## src/rtl/bsdu_pkg.sv

```systemverilog
`default_nettype none
package bsdu_pkg;

	localparam int MAX_ENTRIES = 16;
	localparam int IDX_W = $clog2(MAX_ENTRIES);
	localparam int CNT_W = $clog2(MAX_ENTRIES + 1);
	localparam int ADDR_W = 16;
	localparam int STEP_W = 16;
	localparam int DEPTH_W = 8;
	localparam int HITS_W = 32;
	localparam int ACT_W = 4;
	localparam int MODE_W = 3;
	localparam int SLOT_W = 4;

	localparam logic [ACT_W-1:0] ACT_CHECK     = 4'd0;
	localparam logic [ACT_W-1:0] ACT_ADD       = 4'd1;
	localparam logic [ACT_W-1:0] ACT_REMOVE    = 4'd2;
	localparam logic [ACT_W-1:0] ACT_ENABLE    = 4'd3;
	localparam logic [ACT_W-1:0] ACT_DISABLE   = 4'd4;
	localparam logic [ACT_W-1:0] ACT_RUN       = 4'd5;
	localparam logic [ACT_W-1:0] ACT_CONTINUE  = 4'd6;
	localparam logic [ACT_W-1:0] ACT_STEP_IN   = 4'd7;
	localparam logic [ACT_W-1:0] ACT_STEP_OVER = 4'd8;
	localparam logic [ACT_W-1:0] ACT_STEP_OUT  = 4'd9;
	localparam logic [ACT_W-1:0] ACT_STOP      = 4'd10;
	localparam logic [ACT_W-1:0] ACT_RESET     = 4'd11;

	localparam logic [MODE_W-1:0] MODE_RUN       = 3'd0;
	localparam logic [MODE_W-1:0] MODE_STEP_IN   = 3'd1;
	localparam logic [MODE_W-1:0] MODE_STEP_OVER = 3'd2;
	localparam logic [MODE_W-1:0] MODE_STEP_OUT  = 3'd3;
	localparam logic [MODE_W-1:0] MODE_BREAK     = 3'd4;

	typedef struct packed {
		logic [ACT_W-1:0]   action;
		logic [ADDR_W-1:0]  bp_address;
		logic [STEP_W-1:0]  step_count;
		logic [ADDR_W-1:0]  cur_pc;
		logic               machine_halted;
		logic [DEPTH_W-1:0] call_depth;
	} item_t;

	typedef struct packed {
		logic               stop;
		logic               bp_hit;
		logic [SLOT_W-1:0]  slot;
		logic               failed;
		logic [MODE_W-1:0]  mode_now;
	} result_t;

	typedef struct packed {
		logic load;
		logic apply;
	} cmd_t;

endpackage
`default_nettype wire

```

## src/rtl/bsdu_if.sv

```systemverilog
`default_nettype none
interface bsdu_in_if;
	logic                          valid;
	logic                          ready;
	logic [bsdu_pkg::ACT_W-1:0]    action;
	logic [bsdu_pkg::ADDR_W-1:0]   bp_address;
	logic [bsdu_pkg::STEP_W-1:0]   step_count;
	logic [bsdu_pkg::ADDR_W-1:0]   cur_pc;
	logic                          machine_halted;
	logic [bsdu_pkg::DEPTH_W-1:0]  call_depth;

	modport source(output valid, action, bp_address, step_count, cur_pc, machine_halted,
		call_depth, input ready);
	modport sink(input valid, action, bp_address, step_count, cur_pc, machine_halted,
		call_depth, output ready);
endinterface

interface bsdu_out_if;
	logic                          valid;
	logic                          ready;
	logic                          stop;
	logic                          bp_hit;
	logic [bsdu_pkg::SLOT_W-1:0]   slot;
	logic                          failed;
	logic [bsdu_pkg::MODE_W-1:0]   mode_now;

	modport source(output valid, stop, bp_hit, slot, failed, mode_now, input ready);
	modport sink(input valid, stop, bp_hit, slot, failed, mode_now, output ready);
endinterface
`default_nettype wire

```

## src/rtl/bsdu_ctrl.sv

```systemverilog
`default_nettype none
module bsdu_ctrl (
	input  wire logic            clk,
	input  wire logic            arst_n,
	input  wire logic            in_valid,
	output logic                 in_ready,
	output logic                 out_valid,
	input  wire logic            out_ready,
	output bsdu_pkg::cmd_t       cmd
);

	typedef enum logic [1:0] {
		ST_IDLE,
		ST_MATCH,
		ST_APPLY
	} state_t;

	state_t state_q;
	logic   out_valid_q;
	logic   out_free;

	assign out_free  = !out_valid_q || out_ready;
	assign in_ready  = (state_q == ST_IDLE);
	assign out_valid = out_valid_q;

	always_comb begin
		cmd.load  = in_valid && (state_q == ST_IDLE);
		cmd.apply = (state_q == ST_APPLY) && out_free;
	end

	always_ff @(posedge clk or negedge arst_n) begin
		if (!arst_n) begin
			state_q     <= ST_IDLE;
			out_valid_q <= 1'b0;
		end else begin
			if (state_q == ST_APPLY && out_free)
				out_valid_q <= 1'b1;
			else if (out_valid_q && out_ready)
				out_valid_q <= 1'b0;
			unique case (state_q)
				ST_IDLE: begin
					if (in_valid)
						state_q <= ST_MATCH;
				end
				ST_MATCH: begin
					state_q <= ST_APPLY;
				end
				ST_APPLY: begin
					// wait until the result register can take the item
					if (out_free)
						state_q <= ST_IDLE;
				end
				default: begin
					state_q <= ST_IDLE;
				end
			endcase
		end
	end

endmodule
`default_nettype wire

```

## src/rtl/bsdu_dp.sv

```systemverilog
`default_nettype none
module bsdu_dp (
	input  wire logic             clk,
	input  wire logic             arst_n,
	input  wire bsdu_pkg::cmd_t   cmd,
	input  wire bsdu_pkg::item_t  item,
	output bsdu_pkg::result_t     result
);

	localparam int N = bsdu_pkg::MAX_ENTRIES;

	bsdu_pkg::item_t                  item_q;
	bsdu_pkg::result_t                result_q;
	logic [N-1:0]                     match_s2;

	logic [bsdu_pkg::ADDR_W-1:0]      addr_q [N];
	logic [N-1:0]                     en_q;
	logic [bsdu_pkg::HITS_W-1:0]      hits_q [N];
	logic [bsdu_pkg::CNT_W-1:0]       count_q;

	logic                             run_q;
	logic [bsdu_pkg::MODE_W-1:0]      mode_q;
	logic [bsdu_pkg::STEP_W-1:0]      steps_q;
	logic [bsdu_pkg::DEPTH_W-1:0]     tdepth_q;

	logic [bsdu_pkg::ADDR_W-1:0]      key;
	logic                             is_check;
	logic                             any;
	logic [bsdu_pkg::IDX_W-1:0]       idx;
	logic [bsdu_pkg::STEP_W-1:0]      steps_dec;
	logic                             full;

	logic                             run_n;
	logic [bsdu_pkg::MODE_W-1:0]      mode_n;
	logic [bsdu_pkg::STEP_W-1:0]      steps_n;
	logic [bsdu_pkg::DEPTH_W-1:0]     tdepth_n;
	bsdu_pkg::result_t                res_n;

	assign is_check = (item_q.action == bsdu_pkg::ACT_CHECK);
	assign key      = is_check ? item_q.cur_pc : item_q.bp_address;
	assign full     = (count_q >= bsdu_pkg::CNT_W'(N));

	// compare stage: one lane per table entry, live entries only
	always_ff @(posedge clk) begin
		for (int i = 0; i < N; i++) begin
			match_s2[i] <= (bsdu_pkg::CNT_W'(i) < count_q) && (addr_q[i] == key)
				&& (en_q[i] || !is_check);
		end
	end

	// lowest matching index wins
	always_comb begin
		any = |match_s2;
		idx = '0;
		for (int i = N - 1; i >= 0; i--) begin
			if (match_s2[i])
				idx = bsdu_pkg::IDX_W'(i);
		end
	end

	assign steps_dec = (steps_q == '0) ? '0 : steps_q - 1'b1;

	always_comb begin
		run_n    = run_q;
		mode_n   = mode_q;
		steps_n  = steps_q;
		tdepth_n = tdepth_q;
		res_n    = '0;
		unique case (item_q.action)
			bsdu_pkg::ACT_CHECK: begin
				priority if (!run_q || item_q.machine_halted) begin
					res_n.stop = 1'b1;
				end else if (any) begin
					res_n.stop   = 1'b1;
					res_n.bp_hit = 1'b1;
					res_n.slot   = bsdu_pkg::SLOT_W'(idx);
					mode_n       = bsdu_pkg::MODE_BREAK;
				end else if (mode_q == bsdu_pkg::MODE_STEP_IN) begin
					steps_n = steps_dec;
					if (steps_dec == '0) begin
						res_n.stop = 1'b1;
						mode_n     = bsdu_pkg::MODE_BREAK;
					end
				end else if (mode_q == bsdu_pkg::MODE_STEP_OVER) begin
					// a step only counts once back at or above the target frame
					if (item_q.call_depth <= tdepth_q) begin
						steps_n = steps_dec;
						if (steps_dec == '0) begin
							res_n.stop = 1'b1;
							mode_n     = bsdu_pkg::MODE_BREAK;
						end
					end
				end else if (mode_q == bsdu_pkg::MODE_STEP_OUT) begin
					if (item_q.call_depth < tdepth_q) begin
						res_n.stop = 1'b1;
						mode_n     = bsdu_pkg::MODE_BREAK;
					end
				end else begin
					res_n.stop = 1'b0;
				end
			end
			bsdu_pkg::ACT_ADD: begin
				if (full)
					res_n.failed = 1'b1;
				else if (any)
					res_n.slot = bsdu_pkg::SLOT_W'(idx);
				else
					res_n.slot = bsdu_pkg::SLOT_W'(count_q);
			end
			bsdu_pkg::ACT_REMOVE, bsdu_pkg::ACT_ENABLE, bsdu_pkg::ACT_DISABLE: begin
				res_n.failed = !any;
			end
			bsdu_pkg::ACT_RUN: begin
				mode_n = bsdu_pkg::MODE_RUN;
				run_n  = 1'b1;
			end
			bsdu_pkg::ACT_CONTINUE: begin
				mode_n  = bsdu_pkg::MODE_RUN;
				run_n   = 1'b1;
				steps_n = '0;
			end
			bsdu_pkg::ACT_STEP_IN: begin
				mode_n  = bsdu_pkg::MODE_STEP_IN;
				run_n   = 1'b1;
				steps_n = item_q.step_count;
			end
			bsdu_pkg::ACT_STEP_OVER: begin
				mode_n   = bsdu_pkg::MODE_STEP_OVER;
				run_n    = 1'b1;
				steps_n  = item_q.step_count;
				tdepth_n = item_q.call_depth;
			end
			bsdu_pkg::ACT_STEP_OUT: begin
				mode_n = bsdu_pkg::MODE_STEP_OUT;
				run_n  = 1'b1;
			end
			bsdu_pkg::ACT_STOP: begin
				mode_n = bsdu_pkg::MODE_BREAK;
				run_n  = 1'b0;
			end
			bsdu_pkg::ACT_RESET: begin
				mode_n  = bsdu_pkg::MODE_RUN;
				run_n   = 1'b1;
				steps_n = '0;
			end
			default: begin
				res_n = '0;
			end
		endcase
		res_n.mode_now = mode_n;
	end

	always_ff @(posedge clk or negedge arst_n) begin
		if (!arst_n) begin
			run_q    <= 1'b1;
			mode_q   <= bsdu_pkg::MODE_RUN;
			steps_q  <= '0;
			tdepth_q <= '0;
			count_q  <= '0;
		end else if (cmd.apply) begin
			run_q    <= run_n;
			mode_q   <= mode_n;
			steps_q  <= steps_n;
			tdepth_q <= tdepth_n;
			if (item_q.action == bsdu_pkg::ACT_ADD && !full && !any)
				count_q <= count_q + 1'b1;
			else if (item_q.action == bsdu_pkg::ACT_REMOVE && any)
				count_q <= count_q - 1'b1;
			else if (item_q.action == bsdu_pkg::ACT_RESET)
				count_q <= '0;
		end
	end

	// table storage and payload registers
	always_ff @(posedge clk) begin
		if (cmd.load)
			item_q <= item;
		if (cmd.apply) begin
			result_q <= res_n;
			if (is_check && run_q && !item_q.machine_halted && any) begin
				if (hits_q[idx] != '1)
					hits_q[idx] <= hits_q[idx] + 1'b1;
			end
			if (item_q.action == bsdu_pkg::ACT_ADD && !full) begin
				if (any) begin
					en_q[idx] <= 1'b1;
				end else begin
					addr_q[count_q[bsdu_pkg::IDX_W-1:0]] <= key;
					en_q[count_q[bsdu_pkg::IDX_W-1:0]]   <= 1'b1;
					hits_q[count_q[bsdu_pkg::IDX_W-1:0]] <= '0;
				end
			end
			if (item_q.action == bsdu_pkg::ACT_REMOVE && any) begin
				// close the gap: every entry above the removed one moves down
				for (int i = 0; i < N - 1; i++) begin
					if (bsdu_pkg::IDX_W'(i) >= idx) begin
						addr_q[i] <= addr_q[i+1];
						en_q[i]   <= en_q[i+1];
						hits_q[i] <= hits_q[i+1];
					end
				end
			end
			if ((item_q.action == bsdu_pkg::ACT_ENABLE ||
				item_q.action == bsdu_pkg::ACT_DISABLE) && any)
				en_q[idx] <= (item_q.action == bsdu_pkg::ACT_ENABLE);
		end
	end

	assign result = result_q;

endmodule
`default_nettype wire

```

## src/rtl/breakpoint_step_debug_unit.sv

```systemverilog
`default_nettype none
// Breakpoint and step debug unit. Each item on in_ch is either a check for the instruction
// at cur_pc or a command that edits the 16-entry breakpoint table or sets the run/step mode;
// each item gives exactly one result on out_ch. The result is registered in the apply state:
// the item is registered as it is accepted, the match state registers the parallel address
// compare over all table entries, and the apply state picks the first match and updates
// table and mode. Removal closes the gap in that same update cycle. The next item is taken
// only once the previous one has reached the result register, so items never overlap;
// a held result delays the update cycle of the following item.
module breakpoint_step_debug_unit (
	input  wire logic   clk,
	input  wire logic   arst_n,
	bsdu_in_if.sink     in_ch,
	bsdu_out_if.source  out_ch
);

	bsdu_pkg::cmd_t    cmd;
	bsdu_pkg::item_t   item;
	bsdu_pkg::result_t result;

	always_comb begin
		item.action         = in_ch.action;
		item.bp_address     = in_ch.bp_address;
		item.step_count     = in_ch.step_count;
		item.cur_pc         = in_ch.cur_pc;
		item.machine_halted = in_ch.machine_halted;
		item.call_depth     = in_ch.call_depth;
	end

	bsdu_ctrl u_ctrl (
		.clk       (clk),
		.arst_n    (arst_n),
		.in_valid  (in_ch.valid),
		.in_ready  (in_ch.ready),
		.out_valid (out_ch.valid),
		.out_ready (out_ch.ready),
		.cmd       (cmd)
	);

	bsdu_dp u_dp (
		.clk    (clk),
		.arst_n (arst_n),
		.cmd    (cmd),
		.item   (item),
		.result (result)
	);

	assign out_ch.stop     = result.stop;
	assign out_ch.bp_hit   = result.bp_hit;
	assign out_ch.slot     = result.slot;
	assign out_ch.failed   = result.failed;
	assign out_ch.mode_now = result.mode_now;

endmodule
`default_nettype wire
```

## src/flat_wrapper.sv

```systemverilog
// flat-port wrapper written by rule: the top's interface ports become plain ports
module breakpoint_step_debug_unit_flat 
  (clk, arst_n, in_ch_valid, in_ch_action, in_ch_bp_address, in_ch_step_count, in_ch_cur_pc, in_ch_machine_halted, in_ch_call_depth, in_ch_ready, out_ch_valid, out_ch_stop, out_ch_bp_hit, out_ch_slot, out_ch_failed, out_ch_mode_now, out_ch_ready);
  bsdu_in_if in_ch_i ();
  bsdu_out_if out_ch_i ();
  input  wire logic clk;
  input  wire logic arst_n;
  input wire logic [$bits(in_ch_i.valid)-1:0] in_ch_valid;
  input wire logic [$bits(in_ch_i.action)-1:0] in_ch_action;
  input wire logic [$bits(in_ch_i.bp_address)-1:0] in_ch_bp_address;
  input wire logic [$bits(in_ch_i.step_count)-1:0] in_ch_step_count;
  input wire logic [$bits(in_ch_i.cur_pc)-1:0] in_ch_cur_pc;
  input wire logic [$bits(in_ch_i.machine_halted)-1:0] in_ch_machine_halted;
  input wire logic [$bits(in_ch_i.call_depth)-1:0] in_ch_call_depth;
  output wire logic [$bits(in_ch_i.ready)-1:0] in_ch_ready;
  output wire logic [$bits(out_ch_i.valid)-1:0] out_ch_valid;
  output wire logic [$bits(out_ch_i.stop)-1:0] out_ch_stop;
  output wire logic [$bits(out_ch_i.bp_hit)-1:0] out_ch_bp_hit;
  output wire logic [$bits(out_ch_i.slot)-1:0] out_ch_slot;
  output wire logic [$bits(out_ch_i.failed)-1:0] out_ch_failed;
  output wire logic [$bits(out_ch_i.mode_now)-1:0] out_ch_mode_now;
  input wire logic [$bits(out_ch_i.ready)-1:0] out_ch_ready;
  assign in_ch_i.valid = in_ch_valid;
  assign in_ch_i.action = in_ch_action;
  assign in_ch_i.bp_address = in_ch_bp_address;
  assign in_ch_i.step_count = in_ch_step_count;
  assign in_ch_i.cur_pc = in_ch_cur_pc;
  assign in_ch_i.machine_halted = in_ch_machine_halted;
  assign in_ch_i.call_depth = in_ch_call_depth;
  assign in_ch_ready = in_ch_i.ready;
  assign out_ch_valid = out_ch_i.valid;
  assign out_ch_stop = out_ch_i.stop;
  assign out_ch_bp_hit = out_ch_i.bp_hit;
  assign out_ch_slot = out_ch_i.slot;
  assign out_ch_failed = out_ch_i.failed;
  assign out_ch_mode_now = out_ch_i.mode_now;
  assign out_ch_i.ready = out_ch_ready;
  breakpoint_step_debug_unit u_core (.clk(clk), .arst_n(arst_n), .in_ch(in_ch_i), .out_ch(out_ch_i));
endmodule
```

## config.mk

```make
export PLATFORM = sky130hd
export DESIGN_NAME = breakpoint_step_debug_unit_flat
export DESIGN_NICKNAME = d
export VERILOG_FILES = /design/src/rtl/bsdu_pkg.sv /design/src/rtl/bsdu_if.sv /design/src/rtl/bsdu_ctrl.sv /design/src/rtl/bsdu_dp.sv /design/src/rtl/breakpoint_step_debug_unit.sv /design/src/flat_wrapper.sv
export SDC_FILE = /design/constraint.sdc
export NUM_CORES = 1
export LEC_CHECK = 0
export ABC_CLOCK_PERIOD_IN_PS = 7600
export BUFFER_PORTS_ARGS = -buffer_cell sky130_fd_sc_hd__buf_2
export CAP_MARGIN = 10
export CORE_ASPECT_RATIO = 0.75
export CORE_MARGIN = 1
export CORE_UTILIZATION = 45
export DETAILED_ROUTE_END_ITERATION = 7
export SETUP_SLACK_MARGIN = 0.15
export SLEW_MARGIN = 10
export SYNTH_ARGS = -nofsm -noshare
export SYNTH_HDL_FRONTEND = slang
export SYNTH_HIERARCHICAL = 1
export SYNTH_SLANG_ARGS = --single-unit
```

## constraint.sdc

```tcl
create_clock -name clk -period 7.6 [get_ports clk]
set_input_delay 0.76 -clock clk [delete_from_list [all_inputs] [get_ports clk]]
set_output_delay 0.76 -clock clk [all_outputs]
set_load 0.01 [all_outputs]
```

== Word-level counts from Yosys, hierarchy flattened ==
Memory sizes are Yosys's and may differ from the RTL's.
Index checks and enable logic that the tools add are counted.
Storage, ports and cells
  bits in registers: 139
  RAM bits: 256
  input bits: 65
  output and inout bits: 12
  memories kept: 1
Memories
  u_core.u_dp.addr_q: words 16, bits a word 16, read ports 16, clocked after Yosys merged registers in 0, wr ports 15, RTL line bsdu_dp.sv:16  | logic [bsdu_pkg::ADDR_W-1:0] addr_q [N];
Operators by class
  add/sub/neg operators: 3
  order comparisons: 38
  eq/ne operators: 38
  muxes and demuxes: 150
  bitwise operators: 3
  reductions and logical operators: 86
Operators by type and width (number)
  == test 16 bit: 16
  2-to-1 mux 16 bit: 12
  2-to-1 mux 1 bit: 93
  2-to-1 mux 4 bit: 20
  one-hot mux 16 bit (3 select lines): 1
  logical AND 1 bit: 41
  less-than comparator 4 x 5 -> 1 bit, first input constant: 8
  logical NOT 16 bit: 2
  OR 16 bit: 2
  OR reduction 16 bit: 2
  2-to-1 mux 15 bit: 2
  greater-or-equal comparator 4 bit, first input constant: 7
  2-to-1 mux 3 bit: 8
  less-than comparator 3 x 5 -> 1 bit, first input constant: 4
  2-to-1 mux 5 bit: 4
  logical OR 1 bit: 19
  one-hot mux 3 bit (6 select lines): 1
  bitwise mux 16 bit: 1
  == test 4 x 3 -> 1 bit, second input constant: 4
  == test 4 bit, second input constant: 4
  greater-or-equal comparator 3 x 4 -> 1 bit, first input constant: 4
  subtractor 16 x 1 -> 16 bit, second input constant: 1
  less-than comparator 1 x 5 -> 1 bit, first input constant: 2
  less-than comparator 2 x 5 -> 1 bit, first input constant: 2
  other kinds (33): 58

== Longest topological paths before layout ==
Gate-level depths: netlist (run 1).
  depth in word-level cells: 29
  mapped depth: 11
  depth with buffers taken out: 10

== Modules after synthesis ==
Netlist (run 1), hierarchy kept.
By module, submodules not included
  bsdu_dp: times used 1, cells an instance 1758, area an instance 20743.6 um^2
  bsdu_ctrl: times used 1, cells an instance 12, area an instance 135.1 um^2

== Worst setup path before layout (run 1) ==
No wires, ideal clock.
  kind: input to register
  start point: in out_ch_ready
  end point: mem u_core/u_dp/addr_q[6][0] (netlist bit) (enable)
  setup time: 0.414 ns
  arrival time: 4.025 ns
  path slack: 3.161 ns
  stages on the path: 5
  buffers on the path: 2
  path through: nand2b_1 -> nor2b_1 -> clkbuf_1 -> clkbuf_1 -> a21boi_0
RTL lines
  start: declaration: RTL line flat_wrapper.sv:22  | input wire logic [$bits(out_ch_i.ready)-1:0] out_ch_ready;
  end: declaration: RTL line bsdu_dp.sv:16

== Worst setup path in the final report (run 1) ==
  start point: reg u_core/u_dp/item_q[57] (netlist bit)
  end point: reg u_core.u_dp.match_s2[15]
On the way
  longest elaborated chain between the ends: 5
  elaborated cells on any way between the ends: 7
  classes of those cells: eq/ne (1); mux (1); reduce/logical (5)
Ends and longest elaborated chain
  start: declaration: RTL line bsdu_dp.sv:12  | bsdu_pkg::item_t item_q;
  start signal: assignment: RTL line bsdu_dp.sv:177  | item_q <= item;
  logical NOT 4 bit *: RTL line bsdu_dp.sv:39  | assign is_check = (item_q.action == bsdu_pkg::ACT_CHECK);
  2-to-1 mux 16 bit: RTL line bsdu_dp.sv:40  | assign key = is_check ? item_q.cur_pc : item_q.bp_address;
  == test 16 bit: RTL line bsdu_dp.sv:46  | match_s2[i] <= (bsdu_pkg::CNT_W'(i) < count_q) && (addr_q[i] == key)
  logical AND 1 bit: RTL line bsdu_dp.sv:46
  logical AND 1 bit *: RTL line bsdu_dp.sv:47  | && (en_q[i] || !is_check);
  end signal: indexed assignment: RTL line bsdu_dp.sv:46
  end: declaration: RTL line bsdu_dp.sv:14  | logic [N-1:0] match_s2;
Every way passes the cells marked *; elsewhere a longest branch is shown, timed or not.
A chain may end at the register's enable or synchronous reset.

==> results of run 1 <==
-- sequential cells by signal (all words and copies together) (netlist names) --
register                 count
u_core/u_dp/mode_q           3
u_core/u_dp/match_s2        16
u_core/u_ctrl/state_q        2
u_core/u_dp/en_q            16
u_core/u_dp/run_q            1
u_core/u_dp/addr_q         256
u_core/u_dp/tdepth_q         8
u_core/u_dp/result          10
u_core/u_dp/steps_q         16
u_core/u_ctrl/out_valid      1
u_core/u_dp/count_q          5
u_core/u_dp/item_q          61
-- routing by layer --
layer  GRT usage  up-vias  routed length, um
met5           0        -                  0
met4      0.0684        0               1440
met3      0.0629       91               6250
met2       0.380      716              26100
met1       0.397     7292              28800
li1            -     6668                  -
-- cell families (layout without fill, tap and decap cells) --
logic type / after synthesis / after routing / synth area share
xor+xnor: 260 / 260 / 0.109
simple gates: 449 / 449 / 0.106
fa+ha+maj: 13 / 13 / 0.00779
flops: 395 / 395 / 0.552
compound gates: 333 / 333 / 0.0995
mux: 173 / 173 / 0.0965
buf+inv: 147 / 230 / 0.0292
-- cell usage after synthesis (all sizes together), types with 3 or more instances --
library cell and number:
buf 39, a221oi 5, a32oi 6, a21o 7, o31ai 11, nor4 55
clkinv 3, o32ai 4, mux2i 21, a21boi 3, o21ai 55, o211ai 6
inv 39, dfrtp 35, a31o 3, o22ai 12, mux2 152, nor2b 11
a31oi 11, a21oi 154, nor2 174, nand3 27, dfxtp 16, nand2 71
a211oi 9, nor3 32, xnor2 260, o21bai 3, o2bb2ai 4, edfxtp 343
nand4 38, a22oi 4, or4 3, and3 5, o21a 4, clkbuf 66
o221ai 7, a2111oi 6, nand2b 9, ha 13, and2 9
-- layout make-up --
cell class	count	area [um2]	area share
clock inverter	23	234	0.0100
inverter	42	158	0.00677
clock buffer	52	1130	0.0485
sequential	395	11500	0.495
tap	586	733	0.0315
multi-input combinational	1228	8850	0.380
timing repair buffer	113	658	0.0283
-- worst reg2reg max path: stages, from the launching register on --
cell and delay [ns]:
edfxtp_1 0.64, nor4_2 0.37, buf_4 0.51, mux2i_4 0.87, inv_2 0.46, xnor2_1 0.35, nand4_1 0.12, nor3_1 0.42
nand3_1 0.15, nor4_1 0.72
-- power breakdown --
group	leakage, uW	total [uW]	internal [uW]	switching (uW)
combinational	0.00332	1350	510	842
clock	0.000673	2070	1190	877
sequential	0.00369	2760	2580	178
-- stage by stage --
stage	setup WS [ns]	hold WS, ns	util	cell area, um2
after floorplan	3.16	0.454	-	20900
final	2.83	0.354	0.515	23300
after detailed placement	2.93	0.486	0.485	21900
after CTS	2.91	0.355	0.515	23300
after global routing	2.62	0.359	0.515	23300
after global placement	3.01	0.474	0.485	21900
-- path summary, 6_finish.rpt --
| check | slack (ns) | end | startpoint | cells after the start |
|---|---|---|---|---|
| min in group clk | 0.38 | u_core/u_dp/item_q[51] | in_ch_bp_address[10] | 1 |
| hold / removal | 0.35 | u_core/u_dp/mode_q[2] | arst_n | 1 |
| max in group asynchronous | 6.64 | u_core/u_dp/tdepth_q[6] | arst_n | 1 |
| setup / recovery | 2.83 | u_core/u_dp/match_s2[15] | u_core/u_dp/item_q[57] | 9 |
| hold reg to reg | 0.50 | u_core/u_dp/tdepth_q[0] | u_core/u_dp/tdepth_q[0] | 2 |
| setup reg to reg | 2.83 | u_core/u_dp/match_s2[15] | u_core/u_dp/item_q[57] | 9 |
==> flow_summary.yaml, run 1 <==
outcome:
  status: "complete, no violations"
cells_and_area:
  final_cell_mix: "343 x edfxtp_1, 260 x xnor2_1, 170 x nor2_1, 149 x a21oi_1, 78 x mux2_2"
  fin_nets: 1899
  drive_above_1_share: 0.173
  mostFrequentLayoutCell: "edfxtp_1"
  stdcell_count: 2439
  fillers: 3970
  diodes: 0
  area_growth_pct: 11.5
cts:
  post_cts_buffers: 0
  cts_hold_buf: 0
  cts_root_buf: "clkbuf_16"
  cts_tree: "yes"
  clk_pin_slew_ns: 0.07
  cts_sinks: 395
  clockBufferDepth: 3
  htree_levels: 2
  clk_latency_ns: 0.56
  cts_made_buffers: 41
  cts_resized: 0
routing:
  drtAntennaViolNets: 0
  wl_per_cell_um: 25.7
  drt_iter0_drc: 1771
  drc: 0
  dr.pass1.iters: 6
  routed_via_density: 6.05
  num_vias: 14800
  routed_wl_um: 62600
global_routing:
  grt_max_degree: 62
  grt_pass1_vias: 14300
  grt-ovfl-total: 0
  grt_pass1_wl_um: 92900
  antenna_found_initial: 1
  grt_usage: 0.264
power:
  peakVddDrop_v: 0.000193
  p_leak_uw: 0.00769
  powerDensity_nw_per_um2: 265
  p_total_uw: 6180
die:
  dieWidth_um: 251
  rows: 67
  ioPinCount: 77
  initial_utilization: 0.462
  die_area_um2: 47300
  die_y_um: 189
  core-area_um2: 45200
critical_path:
  crit_arrival_ns: 5.13
  critPathKind: "reg2reg"
  cp_num_buf_inv: 2
  crit_family: "simple AND/OR/NAND/NOR gates"
  cpMaxStageDelayCell: "mux2i_4"
  slowest_delay_ns: 0.85
  crit_fanout: 19
  endpoint_kind: "flip-flop"
  critPathRequiredTime_ns: 7.96
  path_cells: "nor4_2, buf_4, mux2i_4, inv_2, xnor2_1, nand4_1, nor3_1, nand3_1, nor4_1"
  critPathLaunchType: "flip-flop"
synth:
  netlist_area_um2: 20900
  synth.area.top_cells: "edfxtp_1 49%, xnor2_1 11%, mux2_2 4.2%"
  avgSynthCellArea_um2: 11.8
  synth_seq_cells: 395
  ys_types: 87
  synthArstFlopShare: 0.0911
  synth-main-ff-cell: "edfxtp_1"
  yosysTopAreaCellShare: 0.493
  yosys.area.top_type: "edfxtp_1"
  synth-edff-count: 343
  syn-num-nets: 1848
  yosys_warnings: 6
  synth_seq_area_share: 0.552
  synthCells: 1770
placement:
  dp.cells: 2364
  dp_hpwl_um: 43700
  place.gp.congestion: 0.993
  portBuffers: 76
sta:
  setup_viol: 0
  clock_skew_ns: 0.0256
  slew_headroom: 0.183
  maxSlewViolCount: 0
  hold_violations: 0
  fin_tns_setup_ns: 0
  finalCritPeriodShare: 0.628
  timing.final.crit_period_ns: 4.77
  tightestPinTransition_ns: 1.22
  fmax_mhz: 210
  rsz0062_at_grt: "no"
hold_path:
  hp-class: "in2async"
job:
  maxCapViolations: 0
(Power assumes the default switching activity.)
==> run 2, diff against run 1 <==
--- a/config.mk
+++ b/config.mk
@@ -5,7 +5,7 @@
 export SDC_FILE = /design/constraint.sdc
 export NUM_CORES = 1
 export LEC_CHECK = 0
-export ABC_CLOCK_PERIOD_IN_PS = 7600
+export ABC_CLOCK_PERIOD_IN_PS = 4000
 export BUFFER_PORTS_ARGS = -buffer_cell sky130_fd_sc_hd__buf_2
 export CAP_MARGIN = 10
 export CORE_ASPECT_RATIO = 0.75
==> constraint.sdc (replaced) <==
create_clock -name clk -period 4 [get_ports clk]
set_input_delay 0.4 -clock clk [delete_from_list [all_inputs] [get_ports clk]]
set_output_delay 0.4 -clock clk [all_outputs]
set_load 0.01 [all_outputs]
==> flow_summary.yaml, run 2 (same netlist as run 1, synthesis figures left out) <==
outcome:
  status: "complete, no violations"
critical_path:
  crit_arrival_ns: 4.31
  critPathRequiredTime_ns: 4.41
  crit_fanout: 17
  critPathKind: "reg2reg"
  critPathLaunchType: "flip-flop"
  endpoint_kind: "flip-flop"
die:
  rows: 67
  die_y_um: 189
  die_area_um2: 47300
  dieWidth_um: 251
  initial_utilization: 0.462
  ioPinCount: 77
  core-area_um2: 45200
global_routing:
  grt-ovfl-total: 0
  grt_pass1_vias: 14600
  grt_usage: 0.291
  antenna_found_initial: 2
  grt_pass1_wl_um: 100000
  grt_max_degree: 64
sta:
  clock_skew_ns: 0.0137
  slew_headroom: 0.163
  tightestPinTransition_ns: 1.25
  fmax_mhz: 256
  fin_tns_setup_ns: 0
  rsz0062_at_grt: "yes"
  setup_viol: 0
  finalCritPeriodShare: 0.975
  whs_ns: 0.0140
  timing.final.crit_period_ns: 3.90
  maxSlewViolCount: 0
  hold_violations: 0
cts:
  htree_levels: 2
  clk_latency_ns: 0.56
  cts_sinks: 395
  cts_made_buffers: 43
  cts_tree: "yes"
  clk_pin_slew_ns: 0.06
  clockBufferDepth: 3
  cts_root_buf: "clkbuf_16"
cells_and_area:
  seqCellArea_um2: 11500
  multi_input_area_um2: 8850
  final_cell_mix: "343 x edfxtp_1, 260 x xnor2_1, 170 x nor2_1, 149 x a21oi_1, 100 x buf_4"
  largest-register: "u_core/u_dp/addr_q"
  fin_nets: 1999
  drive_above_1_share: 0.199
  mostFrequentLayoutCell: "edfxtp_1"
  fillers: 3826
  largest_register_ffs: 256
  diodes: 0
  top_regs: "u_core/u_dp/addr_q x256, u_core/u_dp/item_q x61"
  area_growth_pct: 16.2
routing:
  drc: 0
  wl_per_cell_um: 27.0
  drtAntennaViolNets: 0
  num_vias: 15500
  routed_via_density: 6.09
  routed_wl_um: 68700
  drt_iter0_drc: 2062
  dr.pass1.iters: 5
placement:
  dp_hpwl_um: 48600
  portBuffers: 76
  place.gp.congestion: 0.980
power:
  powerDensity_nw_per_um2: 503
  peakVddDrop_v: 0.000308
  p_leak_uw: 0.00822
job:
  maxCapViolations: 0
hold_path:
  hp-class: "in2reg"
## run 2: cell count changes in the layout (fill, tap and decap cells not counted), moves of 2 or more
cell           previous run  this run
buf_12                    0         5
clkbuf_16                42        45
clkinv_2                  9         5
clkbuf_8                  4        10
dlygate4sd3_1             0        30
clkinv_4                  2         0
clkbuf_1                  6        13
buf_4                    37       100
clkinv_1                  8         4
a2111oi_0                 6         4
## run 2: where the power goes
part	internal (uW)	total, uW	switching (uW)	leakage (uW)
Combinational	1090	2810	1730	0.00380
Sequential	4900	5240	337	0.00369
Clock	2450	4160	1700	0.000723
Total	8440	12200	3770	0.00822
## run 2: stage by stage
stage,instances,utilization,worst slack (ns),total power [uW],area [um2]
6_report,2542,0.537,0.100,12200,24300
5_1_grt,2542,0.537,0.0731,12700,24300
4_1_cts,2536,0.536,0.204,12200,24200
3_5_place_dp,2427,0.497,-0.0854,8000,22400
3_3_place_gp,2427,0.497,-0.124,7970,22400
2_1_floorplan,1770,-,0.414,6950,20900
## run 2: final cells by class
| type | count | area share |
|---|---|---|
| flip-flops and latches | 395 | 0.475 |
| clock buffers | 68 | 0.0541 |
| repair buffers | 211 | 0.0631 |
| multi-input cells | 1228 | 0.365 |
| inverters | 42 | 0.00650 |
| clock inverters | 12 | 0.00639 |
| well taps | 586 | 0.0302 |
## run 2: critical path: stages (launching register included)
cell	delay, ns
edfxtp_1	0.39
buf_4	0.20
nor4_2	0.33
buf_12	0.27
mux2i_4	0.56
buf_4	0.26
xnor2_1	0.12
nor4_1	0.54
nand4_1	0.48
a2111oi_2	0.54
## run 2: final timing paths
kind / slack [ns] / depth (start not counted) / start / endpoint
max in group asynchronous: 2.87 / 2 / arst_n / u_core/u_dp/count_q[4]
setup / recovery: 0.10 / 9 / u_core/u_dp/item_q[60] / u_core/u_dp/match_s2[6]
hold reg to reg: 0.50 / 2 / u_core/u_dp/tdepth_q[0] / u_core/u_dp/tdepth_q[0]
setup reg to reg: 0.10 / 9 / u_core/u_dp/item_q[60] / u_core/u_dp/match_s2[6]
hold / removal: 0.01 / 1 / in_ch_step_count[7] / u_core/u_dp/item_q[32]
min in group asynchronous: 0.53 / 2 / arst_n / u_core/u_dp/steps_q[13]
## run 2: timing repair
action / CTS / global route
endpoints found under the hold margin: 29 / 1
resized for setup: 2 / 1
endpoints found under the setup margin: 1 / 3
buffers inserted: 0 / 5
hold buffers: 29 / 1
pin swaps: 0 / 0
## run 2: routing by layer
metal  vias up  track usage  part of all wire
met2       931        0.382              0.39
met1      7586        0.463              0.46
met4         0       0.0635             0.020
met3        95       0.0852              0.13
li1       6859            -                 -
met5         -            0                 0
==> run 3, diff against run 2 <==
--- a/config.mk
+++ b/config.mk
@@ -5,7 +5,7 @@
 export SDC_FILE = /design/constraint.sdc
 export NUM_CORES = 1
 export LEC_CHECK = 0
-export ABC_CLOCK_PERIOD_IN_PS = 4000
+export ABC_CLOCK_PERIOD_IN_PS = 4200
 export BUFFER_PORTS_ARGS = -buffer_cell sky130_fd_sc_hd__buf_2
 export CAP_MARGIN = 10
 export CORE_ASPECT_RATIO = 0.75
==> constraint.sdc (replaced) <==
create_clock -name clk -period 4.2 [get_ports clk]
set_input_delay 0.42 -clock clk [delete_from_list [all_inputs] [get_ports clk]]
set_output_delay 0.42 -clock clk [all_outputs]
set_load 0.01 [all_outputs]
==> flow_summary.yaml, run 3 (same netlist as run 1, synthesis figures left out) <==
global_routing:
  grt_pass1_vias: 14400
  use_met2: 0.365
  grt-ovfl-total: 0
  antenna_found_initial: 4
  grt_pass1_wl_um: 97100
  use_met3: 0.0765
  grt_busiest_layer: "met1"
  grt_usage: 0.280
  globalRouteMet1Util: 0.451
  grt_max_degree: 63
critical_path:
  crit_arrival_ns: 4.28
  critPathLaunchType: "flip-flop"
  endpoint_kind: "flip-flop"
  crit_fanout: 16
  critPathRequiredTime_ns: 4.50
  critPathKind: "reg2reg"
power:
  powerDensity_nw_per_um2: 477
  pwr-share-clk: 0.331
  combPwrFrac: 0.230
  power.switching_uw: 3500
  p_leak_uw: 0.00794
  p_total_uw: 11300
  peakVddDrop_v: 0.000344
  seq_power_share: 0.439
  power.internal_uw: 7810
  switching_share: 0.309
sta:
  setup_ws_ns: 0.225
  finalCritPeriodShare: 0.946
  timing.final.crit_period_ns: 3.98
  hold_violations: 16
  fmax_mhz: 252
  slew_headroom: 0.301
  tightestPinTransition_ns: 1.05
  maxSlewViolCount: 0
  clock_skew_ns: 0.0149
  whs_ns: -0.00804
  rsz0062_at_grt: "no"
  fin_tns_setup_ns: 0
  setup_viol: 0
die:
  die_y_um: 189
  initial_utilization: 0.462
  ioPinCount: 77
  die_area_um2: 47300
  core-area_um2: 45200
  rows: 67
  dieWidth_um: 251
placement:
  dp.cells: 2410
  place.gp.congestion: 1.01
  dpl_worst_slack_ns: 0.256
  portBuffers: 76
  dp_hpwl_um: 46600
cells_and_area:
  area_growth_pct: 13.6
  mostFrequentLayoutCell: "edfxtp_1"
  fin_nets: 1952
  top_regs: "u_core/u_dp/addr_q x256, u_core/u_dp/item_q x61"
  drive_above_1_share: 0.194
  largest-register: "u_core/u_dp/addr_q"
  stdcell_count: 2495
  largest_register_ffs: 256
  final_cell_mix: "343 x edfxtp_1, 260 x xnor2_1, 170 x nor2_1, 149 x a21oi_1, 88 x buf_4"
routing:
  drt_iter0_drc: 1968
  drc: 0
  drtAntennaViolNets: 0
  routed_via_density: 6.08
  routed_wl_um: 66100
  wl_per_cell_um: 26.5
  num_vias: 15200
  dr.pass1.iters: 6
cts:
  cts_made_buffers: 41
  cts_hold_buf: 0
  clk_pin_slew_ns: 0.06
  htree_levels: 2
  clk_latency_ns: 0.56
  cts_sinks: 395
  cts_root_buf: "clkbuf_16"
  cts_tree: "yes"
  clockBufferDepth: 3
outcome:
  status: "complete, but fails checks"
  violations: "negative hold slack"
job:
  maxCapViolations: 0
hold_path:
  hp-class: "in2async"
[run 3: stage by stage]
step	cell area [um2]	hold WS [ns]	utilization
floorplan	20900	0.124	-
global placement	22300	0.469	0.493
detailed placement	22300	0.490	0.493
CTS	23600	0.00593	0.523
global route	23700	0.00789	0.525
finish	23700	-0.00804	0.525
[run 3: final timing paths]
| path | start | to | slack, ns | cells after the start |
|---|---|---|---|---|
| min | arst_n | u_core/u_dp/steps_q[6] | -0.008 | 1 |
| min reg2reg | u_core/u_dp/tdepth_q[7] | u_core/u_dp/tdepth_q[7] | 0.50 | 1 |
| max | u_core/u_dp/match_s2[15] | u_core/u_dp/addr_q[10][5] | 0.22 | 8 |
| max in group asynchronous | arst_n | u_core/u_dp/count_q[4] | 3.62 | 1 |
| max reg2reg | u_core/u_dp/match_s2[15] | u_core/u_dp/addr_q[10][5] | 0.22 | 8 |
| min in group clk | in_ch_call_depth[3] | u_core/u_dp/item_q[3] | 0.03 | 1 |
[run 3: power by group through the flow]
| stage | logic [uW] | clock network (uW) | registers, uW |
|---|---|---|---|
| after floorplan | 1720 | 0 | 4910 |
| after global placement | 2480 | 0 | 5030 |
| after detailed placement | 2520 | 0 | 5040 |
| after CTS | 2530 | 3810 | 4960 |
| after global routing | 2800 | 3960 | 5000 |
| final | 2600 | 3740 | 4970 |
[run 3: metal layers]
metal | share of wire | vias to the layer above | wire, um
met5 | 0.00036 | - | 24
met4 | 0.017 | 4 | 1120
met3 | 0.12 | 80 | 7910
met2 | 0.39 | 820 | 25700
met1 | 0.47 | 7518 | 31300
li1 | - | 6756 | -
[run 3: cell type report]
cell class / instances / area [um2]
diodes: 3 / 7.51
multi-input cells: 1228 / 8860
flip-flops and latches: 395 / 11500
clock inverters: 19 / 209
inverters: 42 / 158
fillers: 3907 / 21500
clock buffers: 56 / 1140
repair buffers: 166 / 1080
well taps: 586 / 733
[run 3: what timing repair did]
action	4_1_cts	5_1_grt
resized for setup	0	3
hold endpoints to repair	0	0
buffers inserted	0	7
endpoints found under the setup margin	0	19
[run 3: worst max-delay path: stages (launching register included)]
cell and delay [ns]:
dfxtp_1 0.42, nor2_1 0.08, o31ai_1 0.46, a211oi_1 0.16, o31ai_1 0.73, nand2_1 0.55
a21o_1 0.39, o21ai_4 0.51, mux2_2 0.41
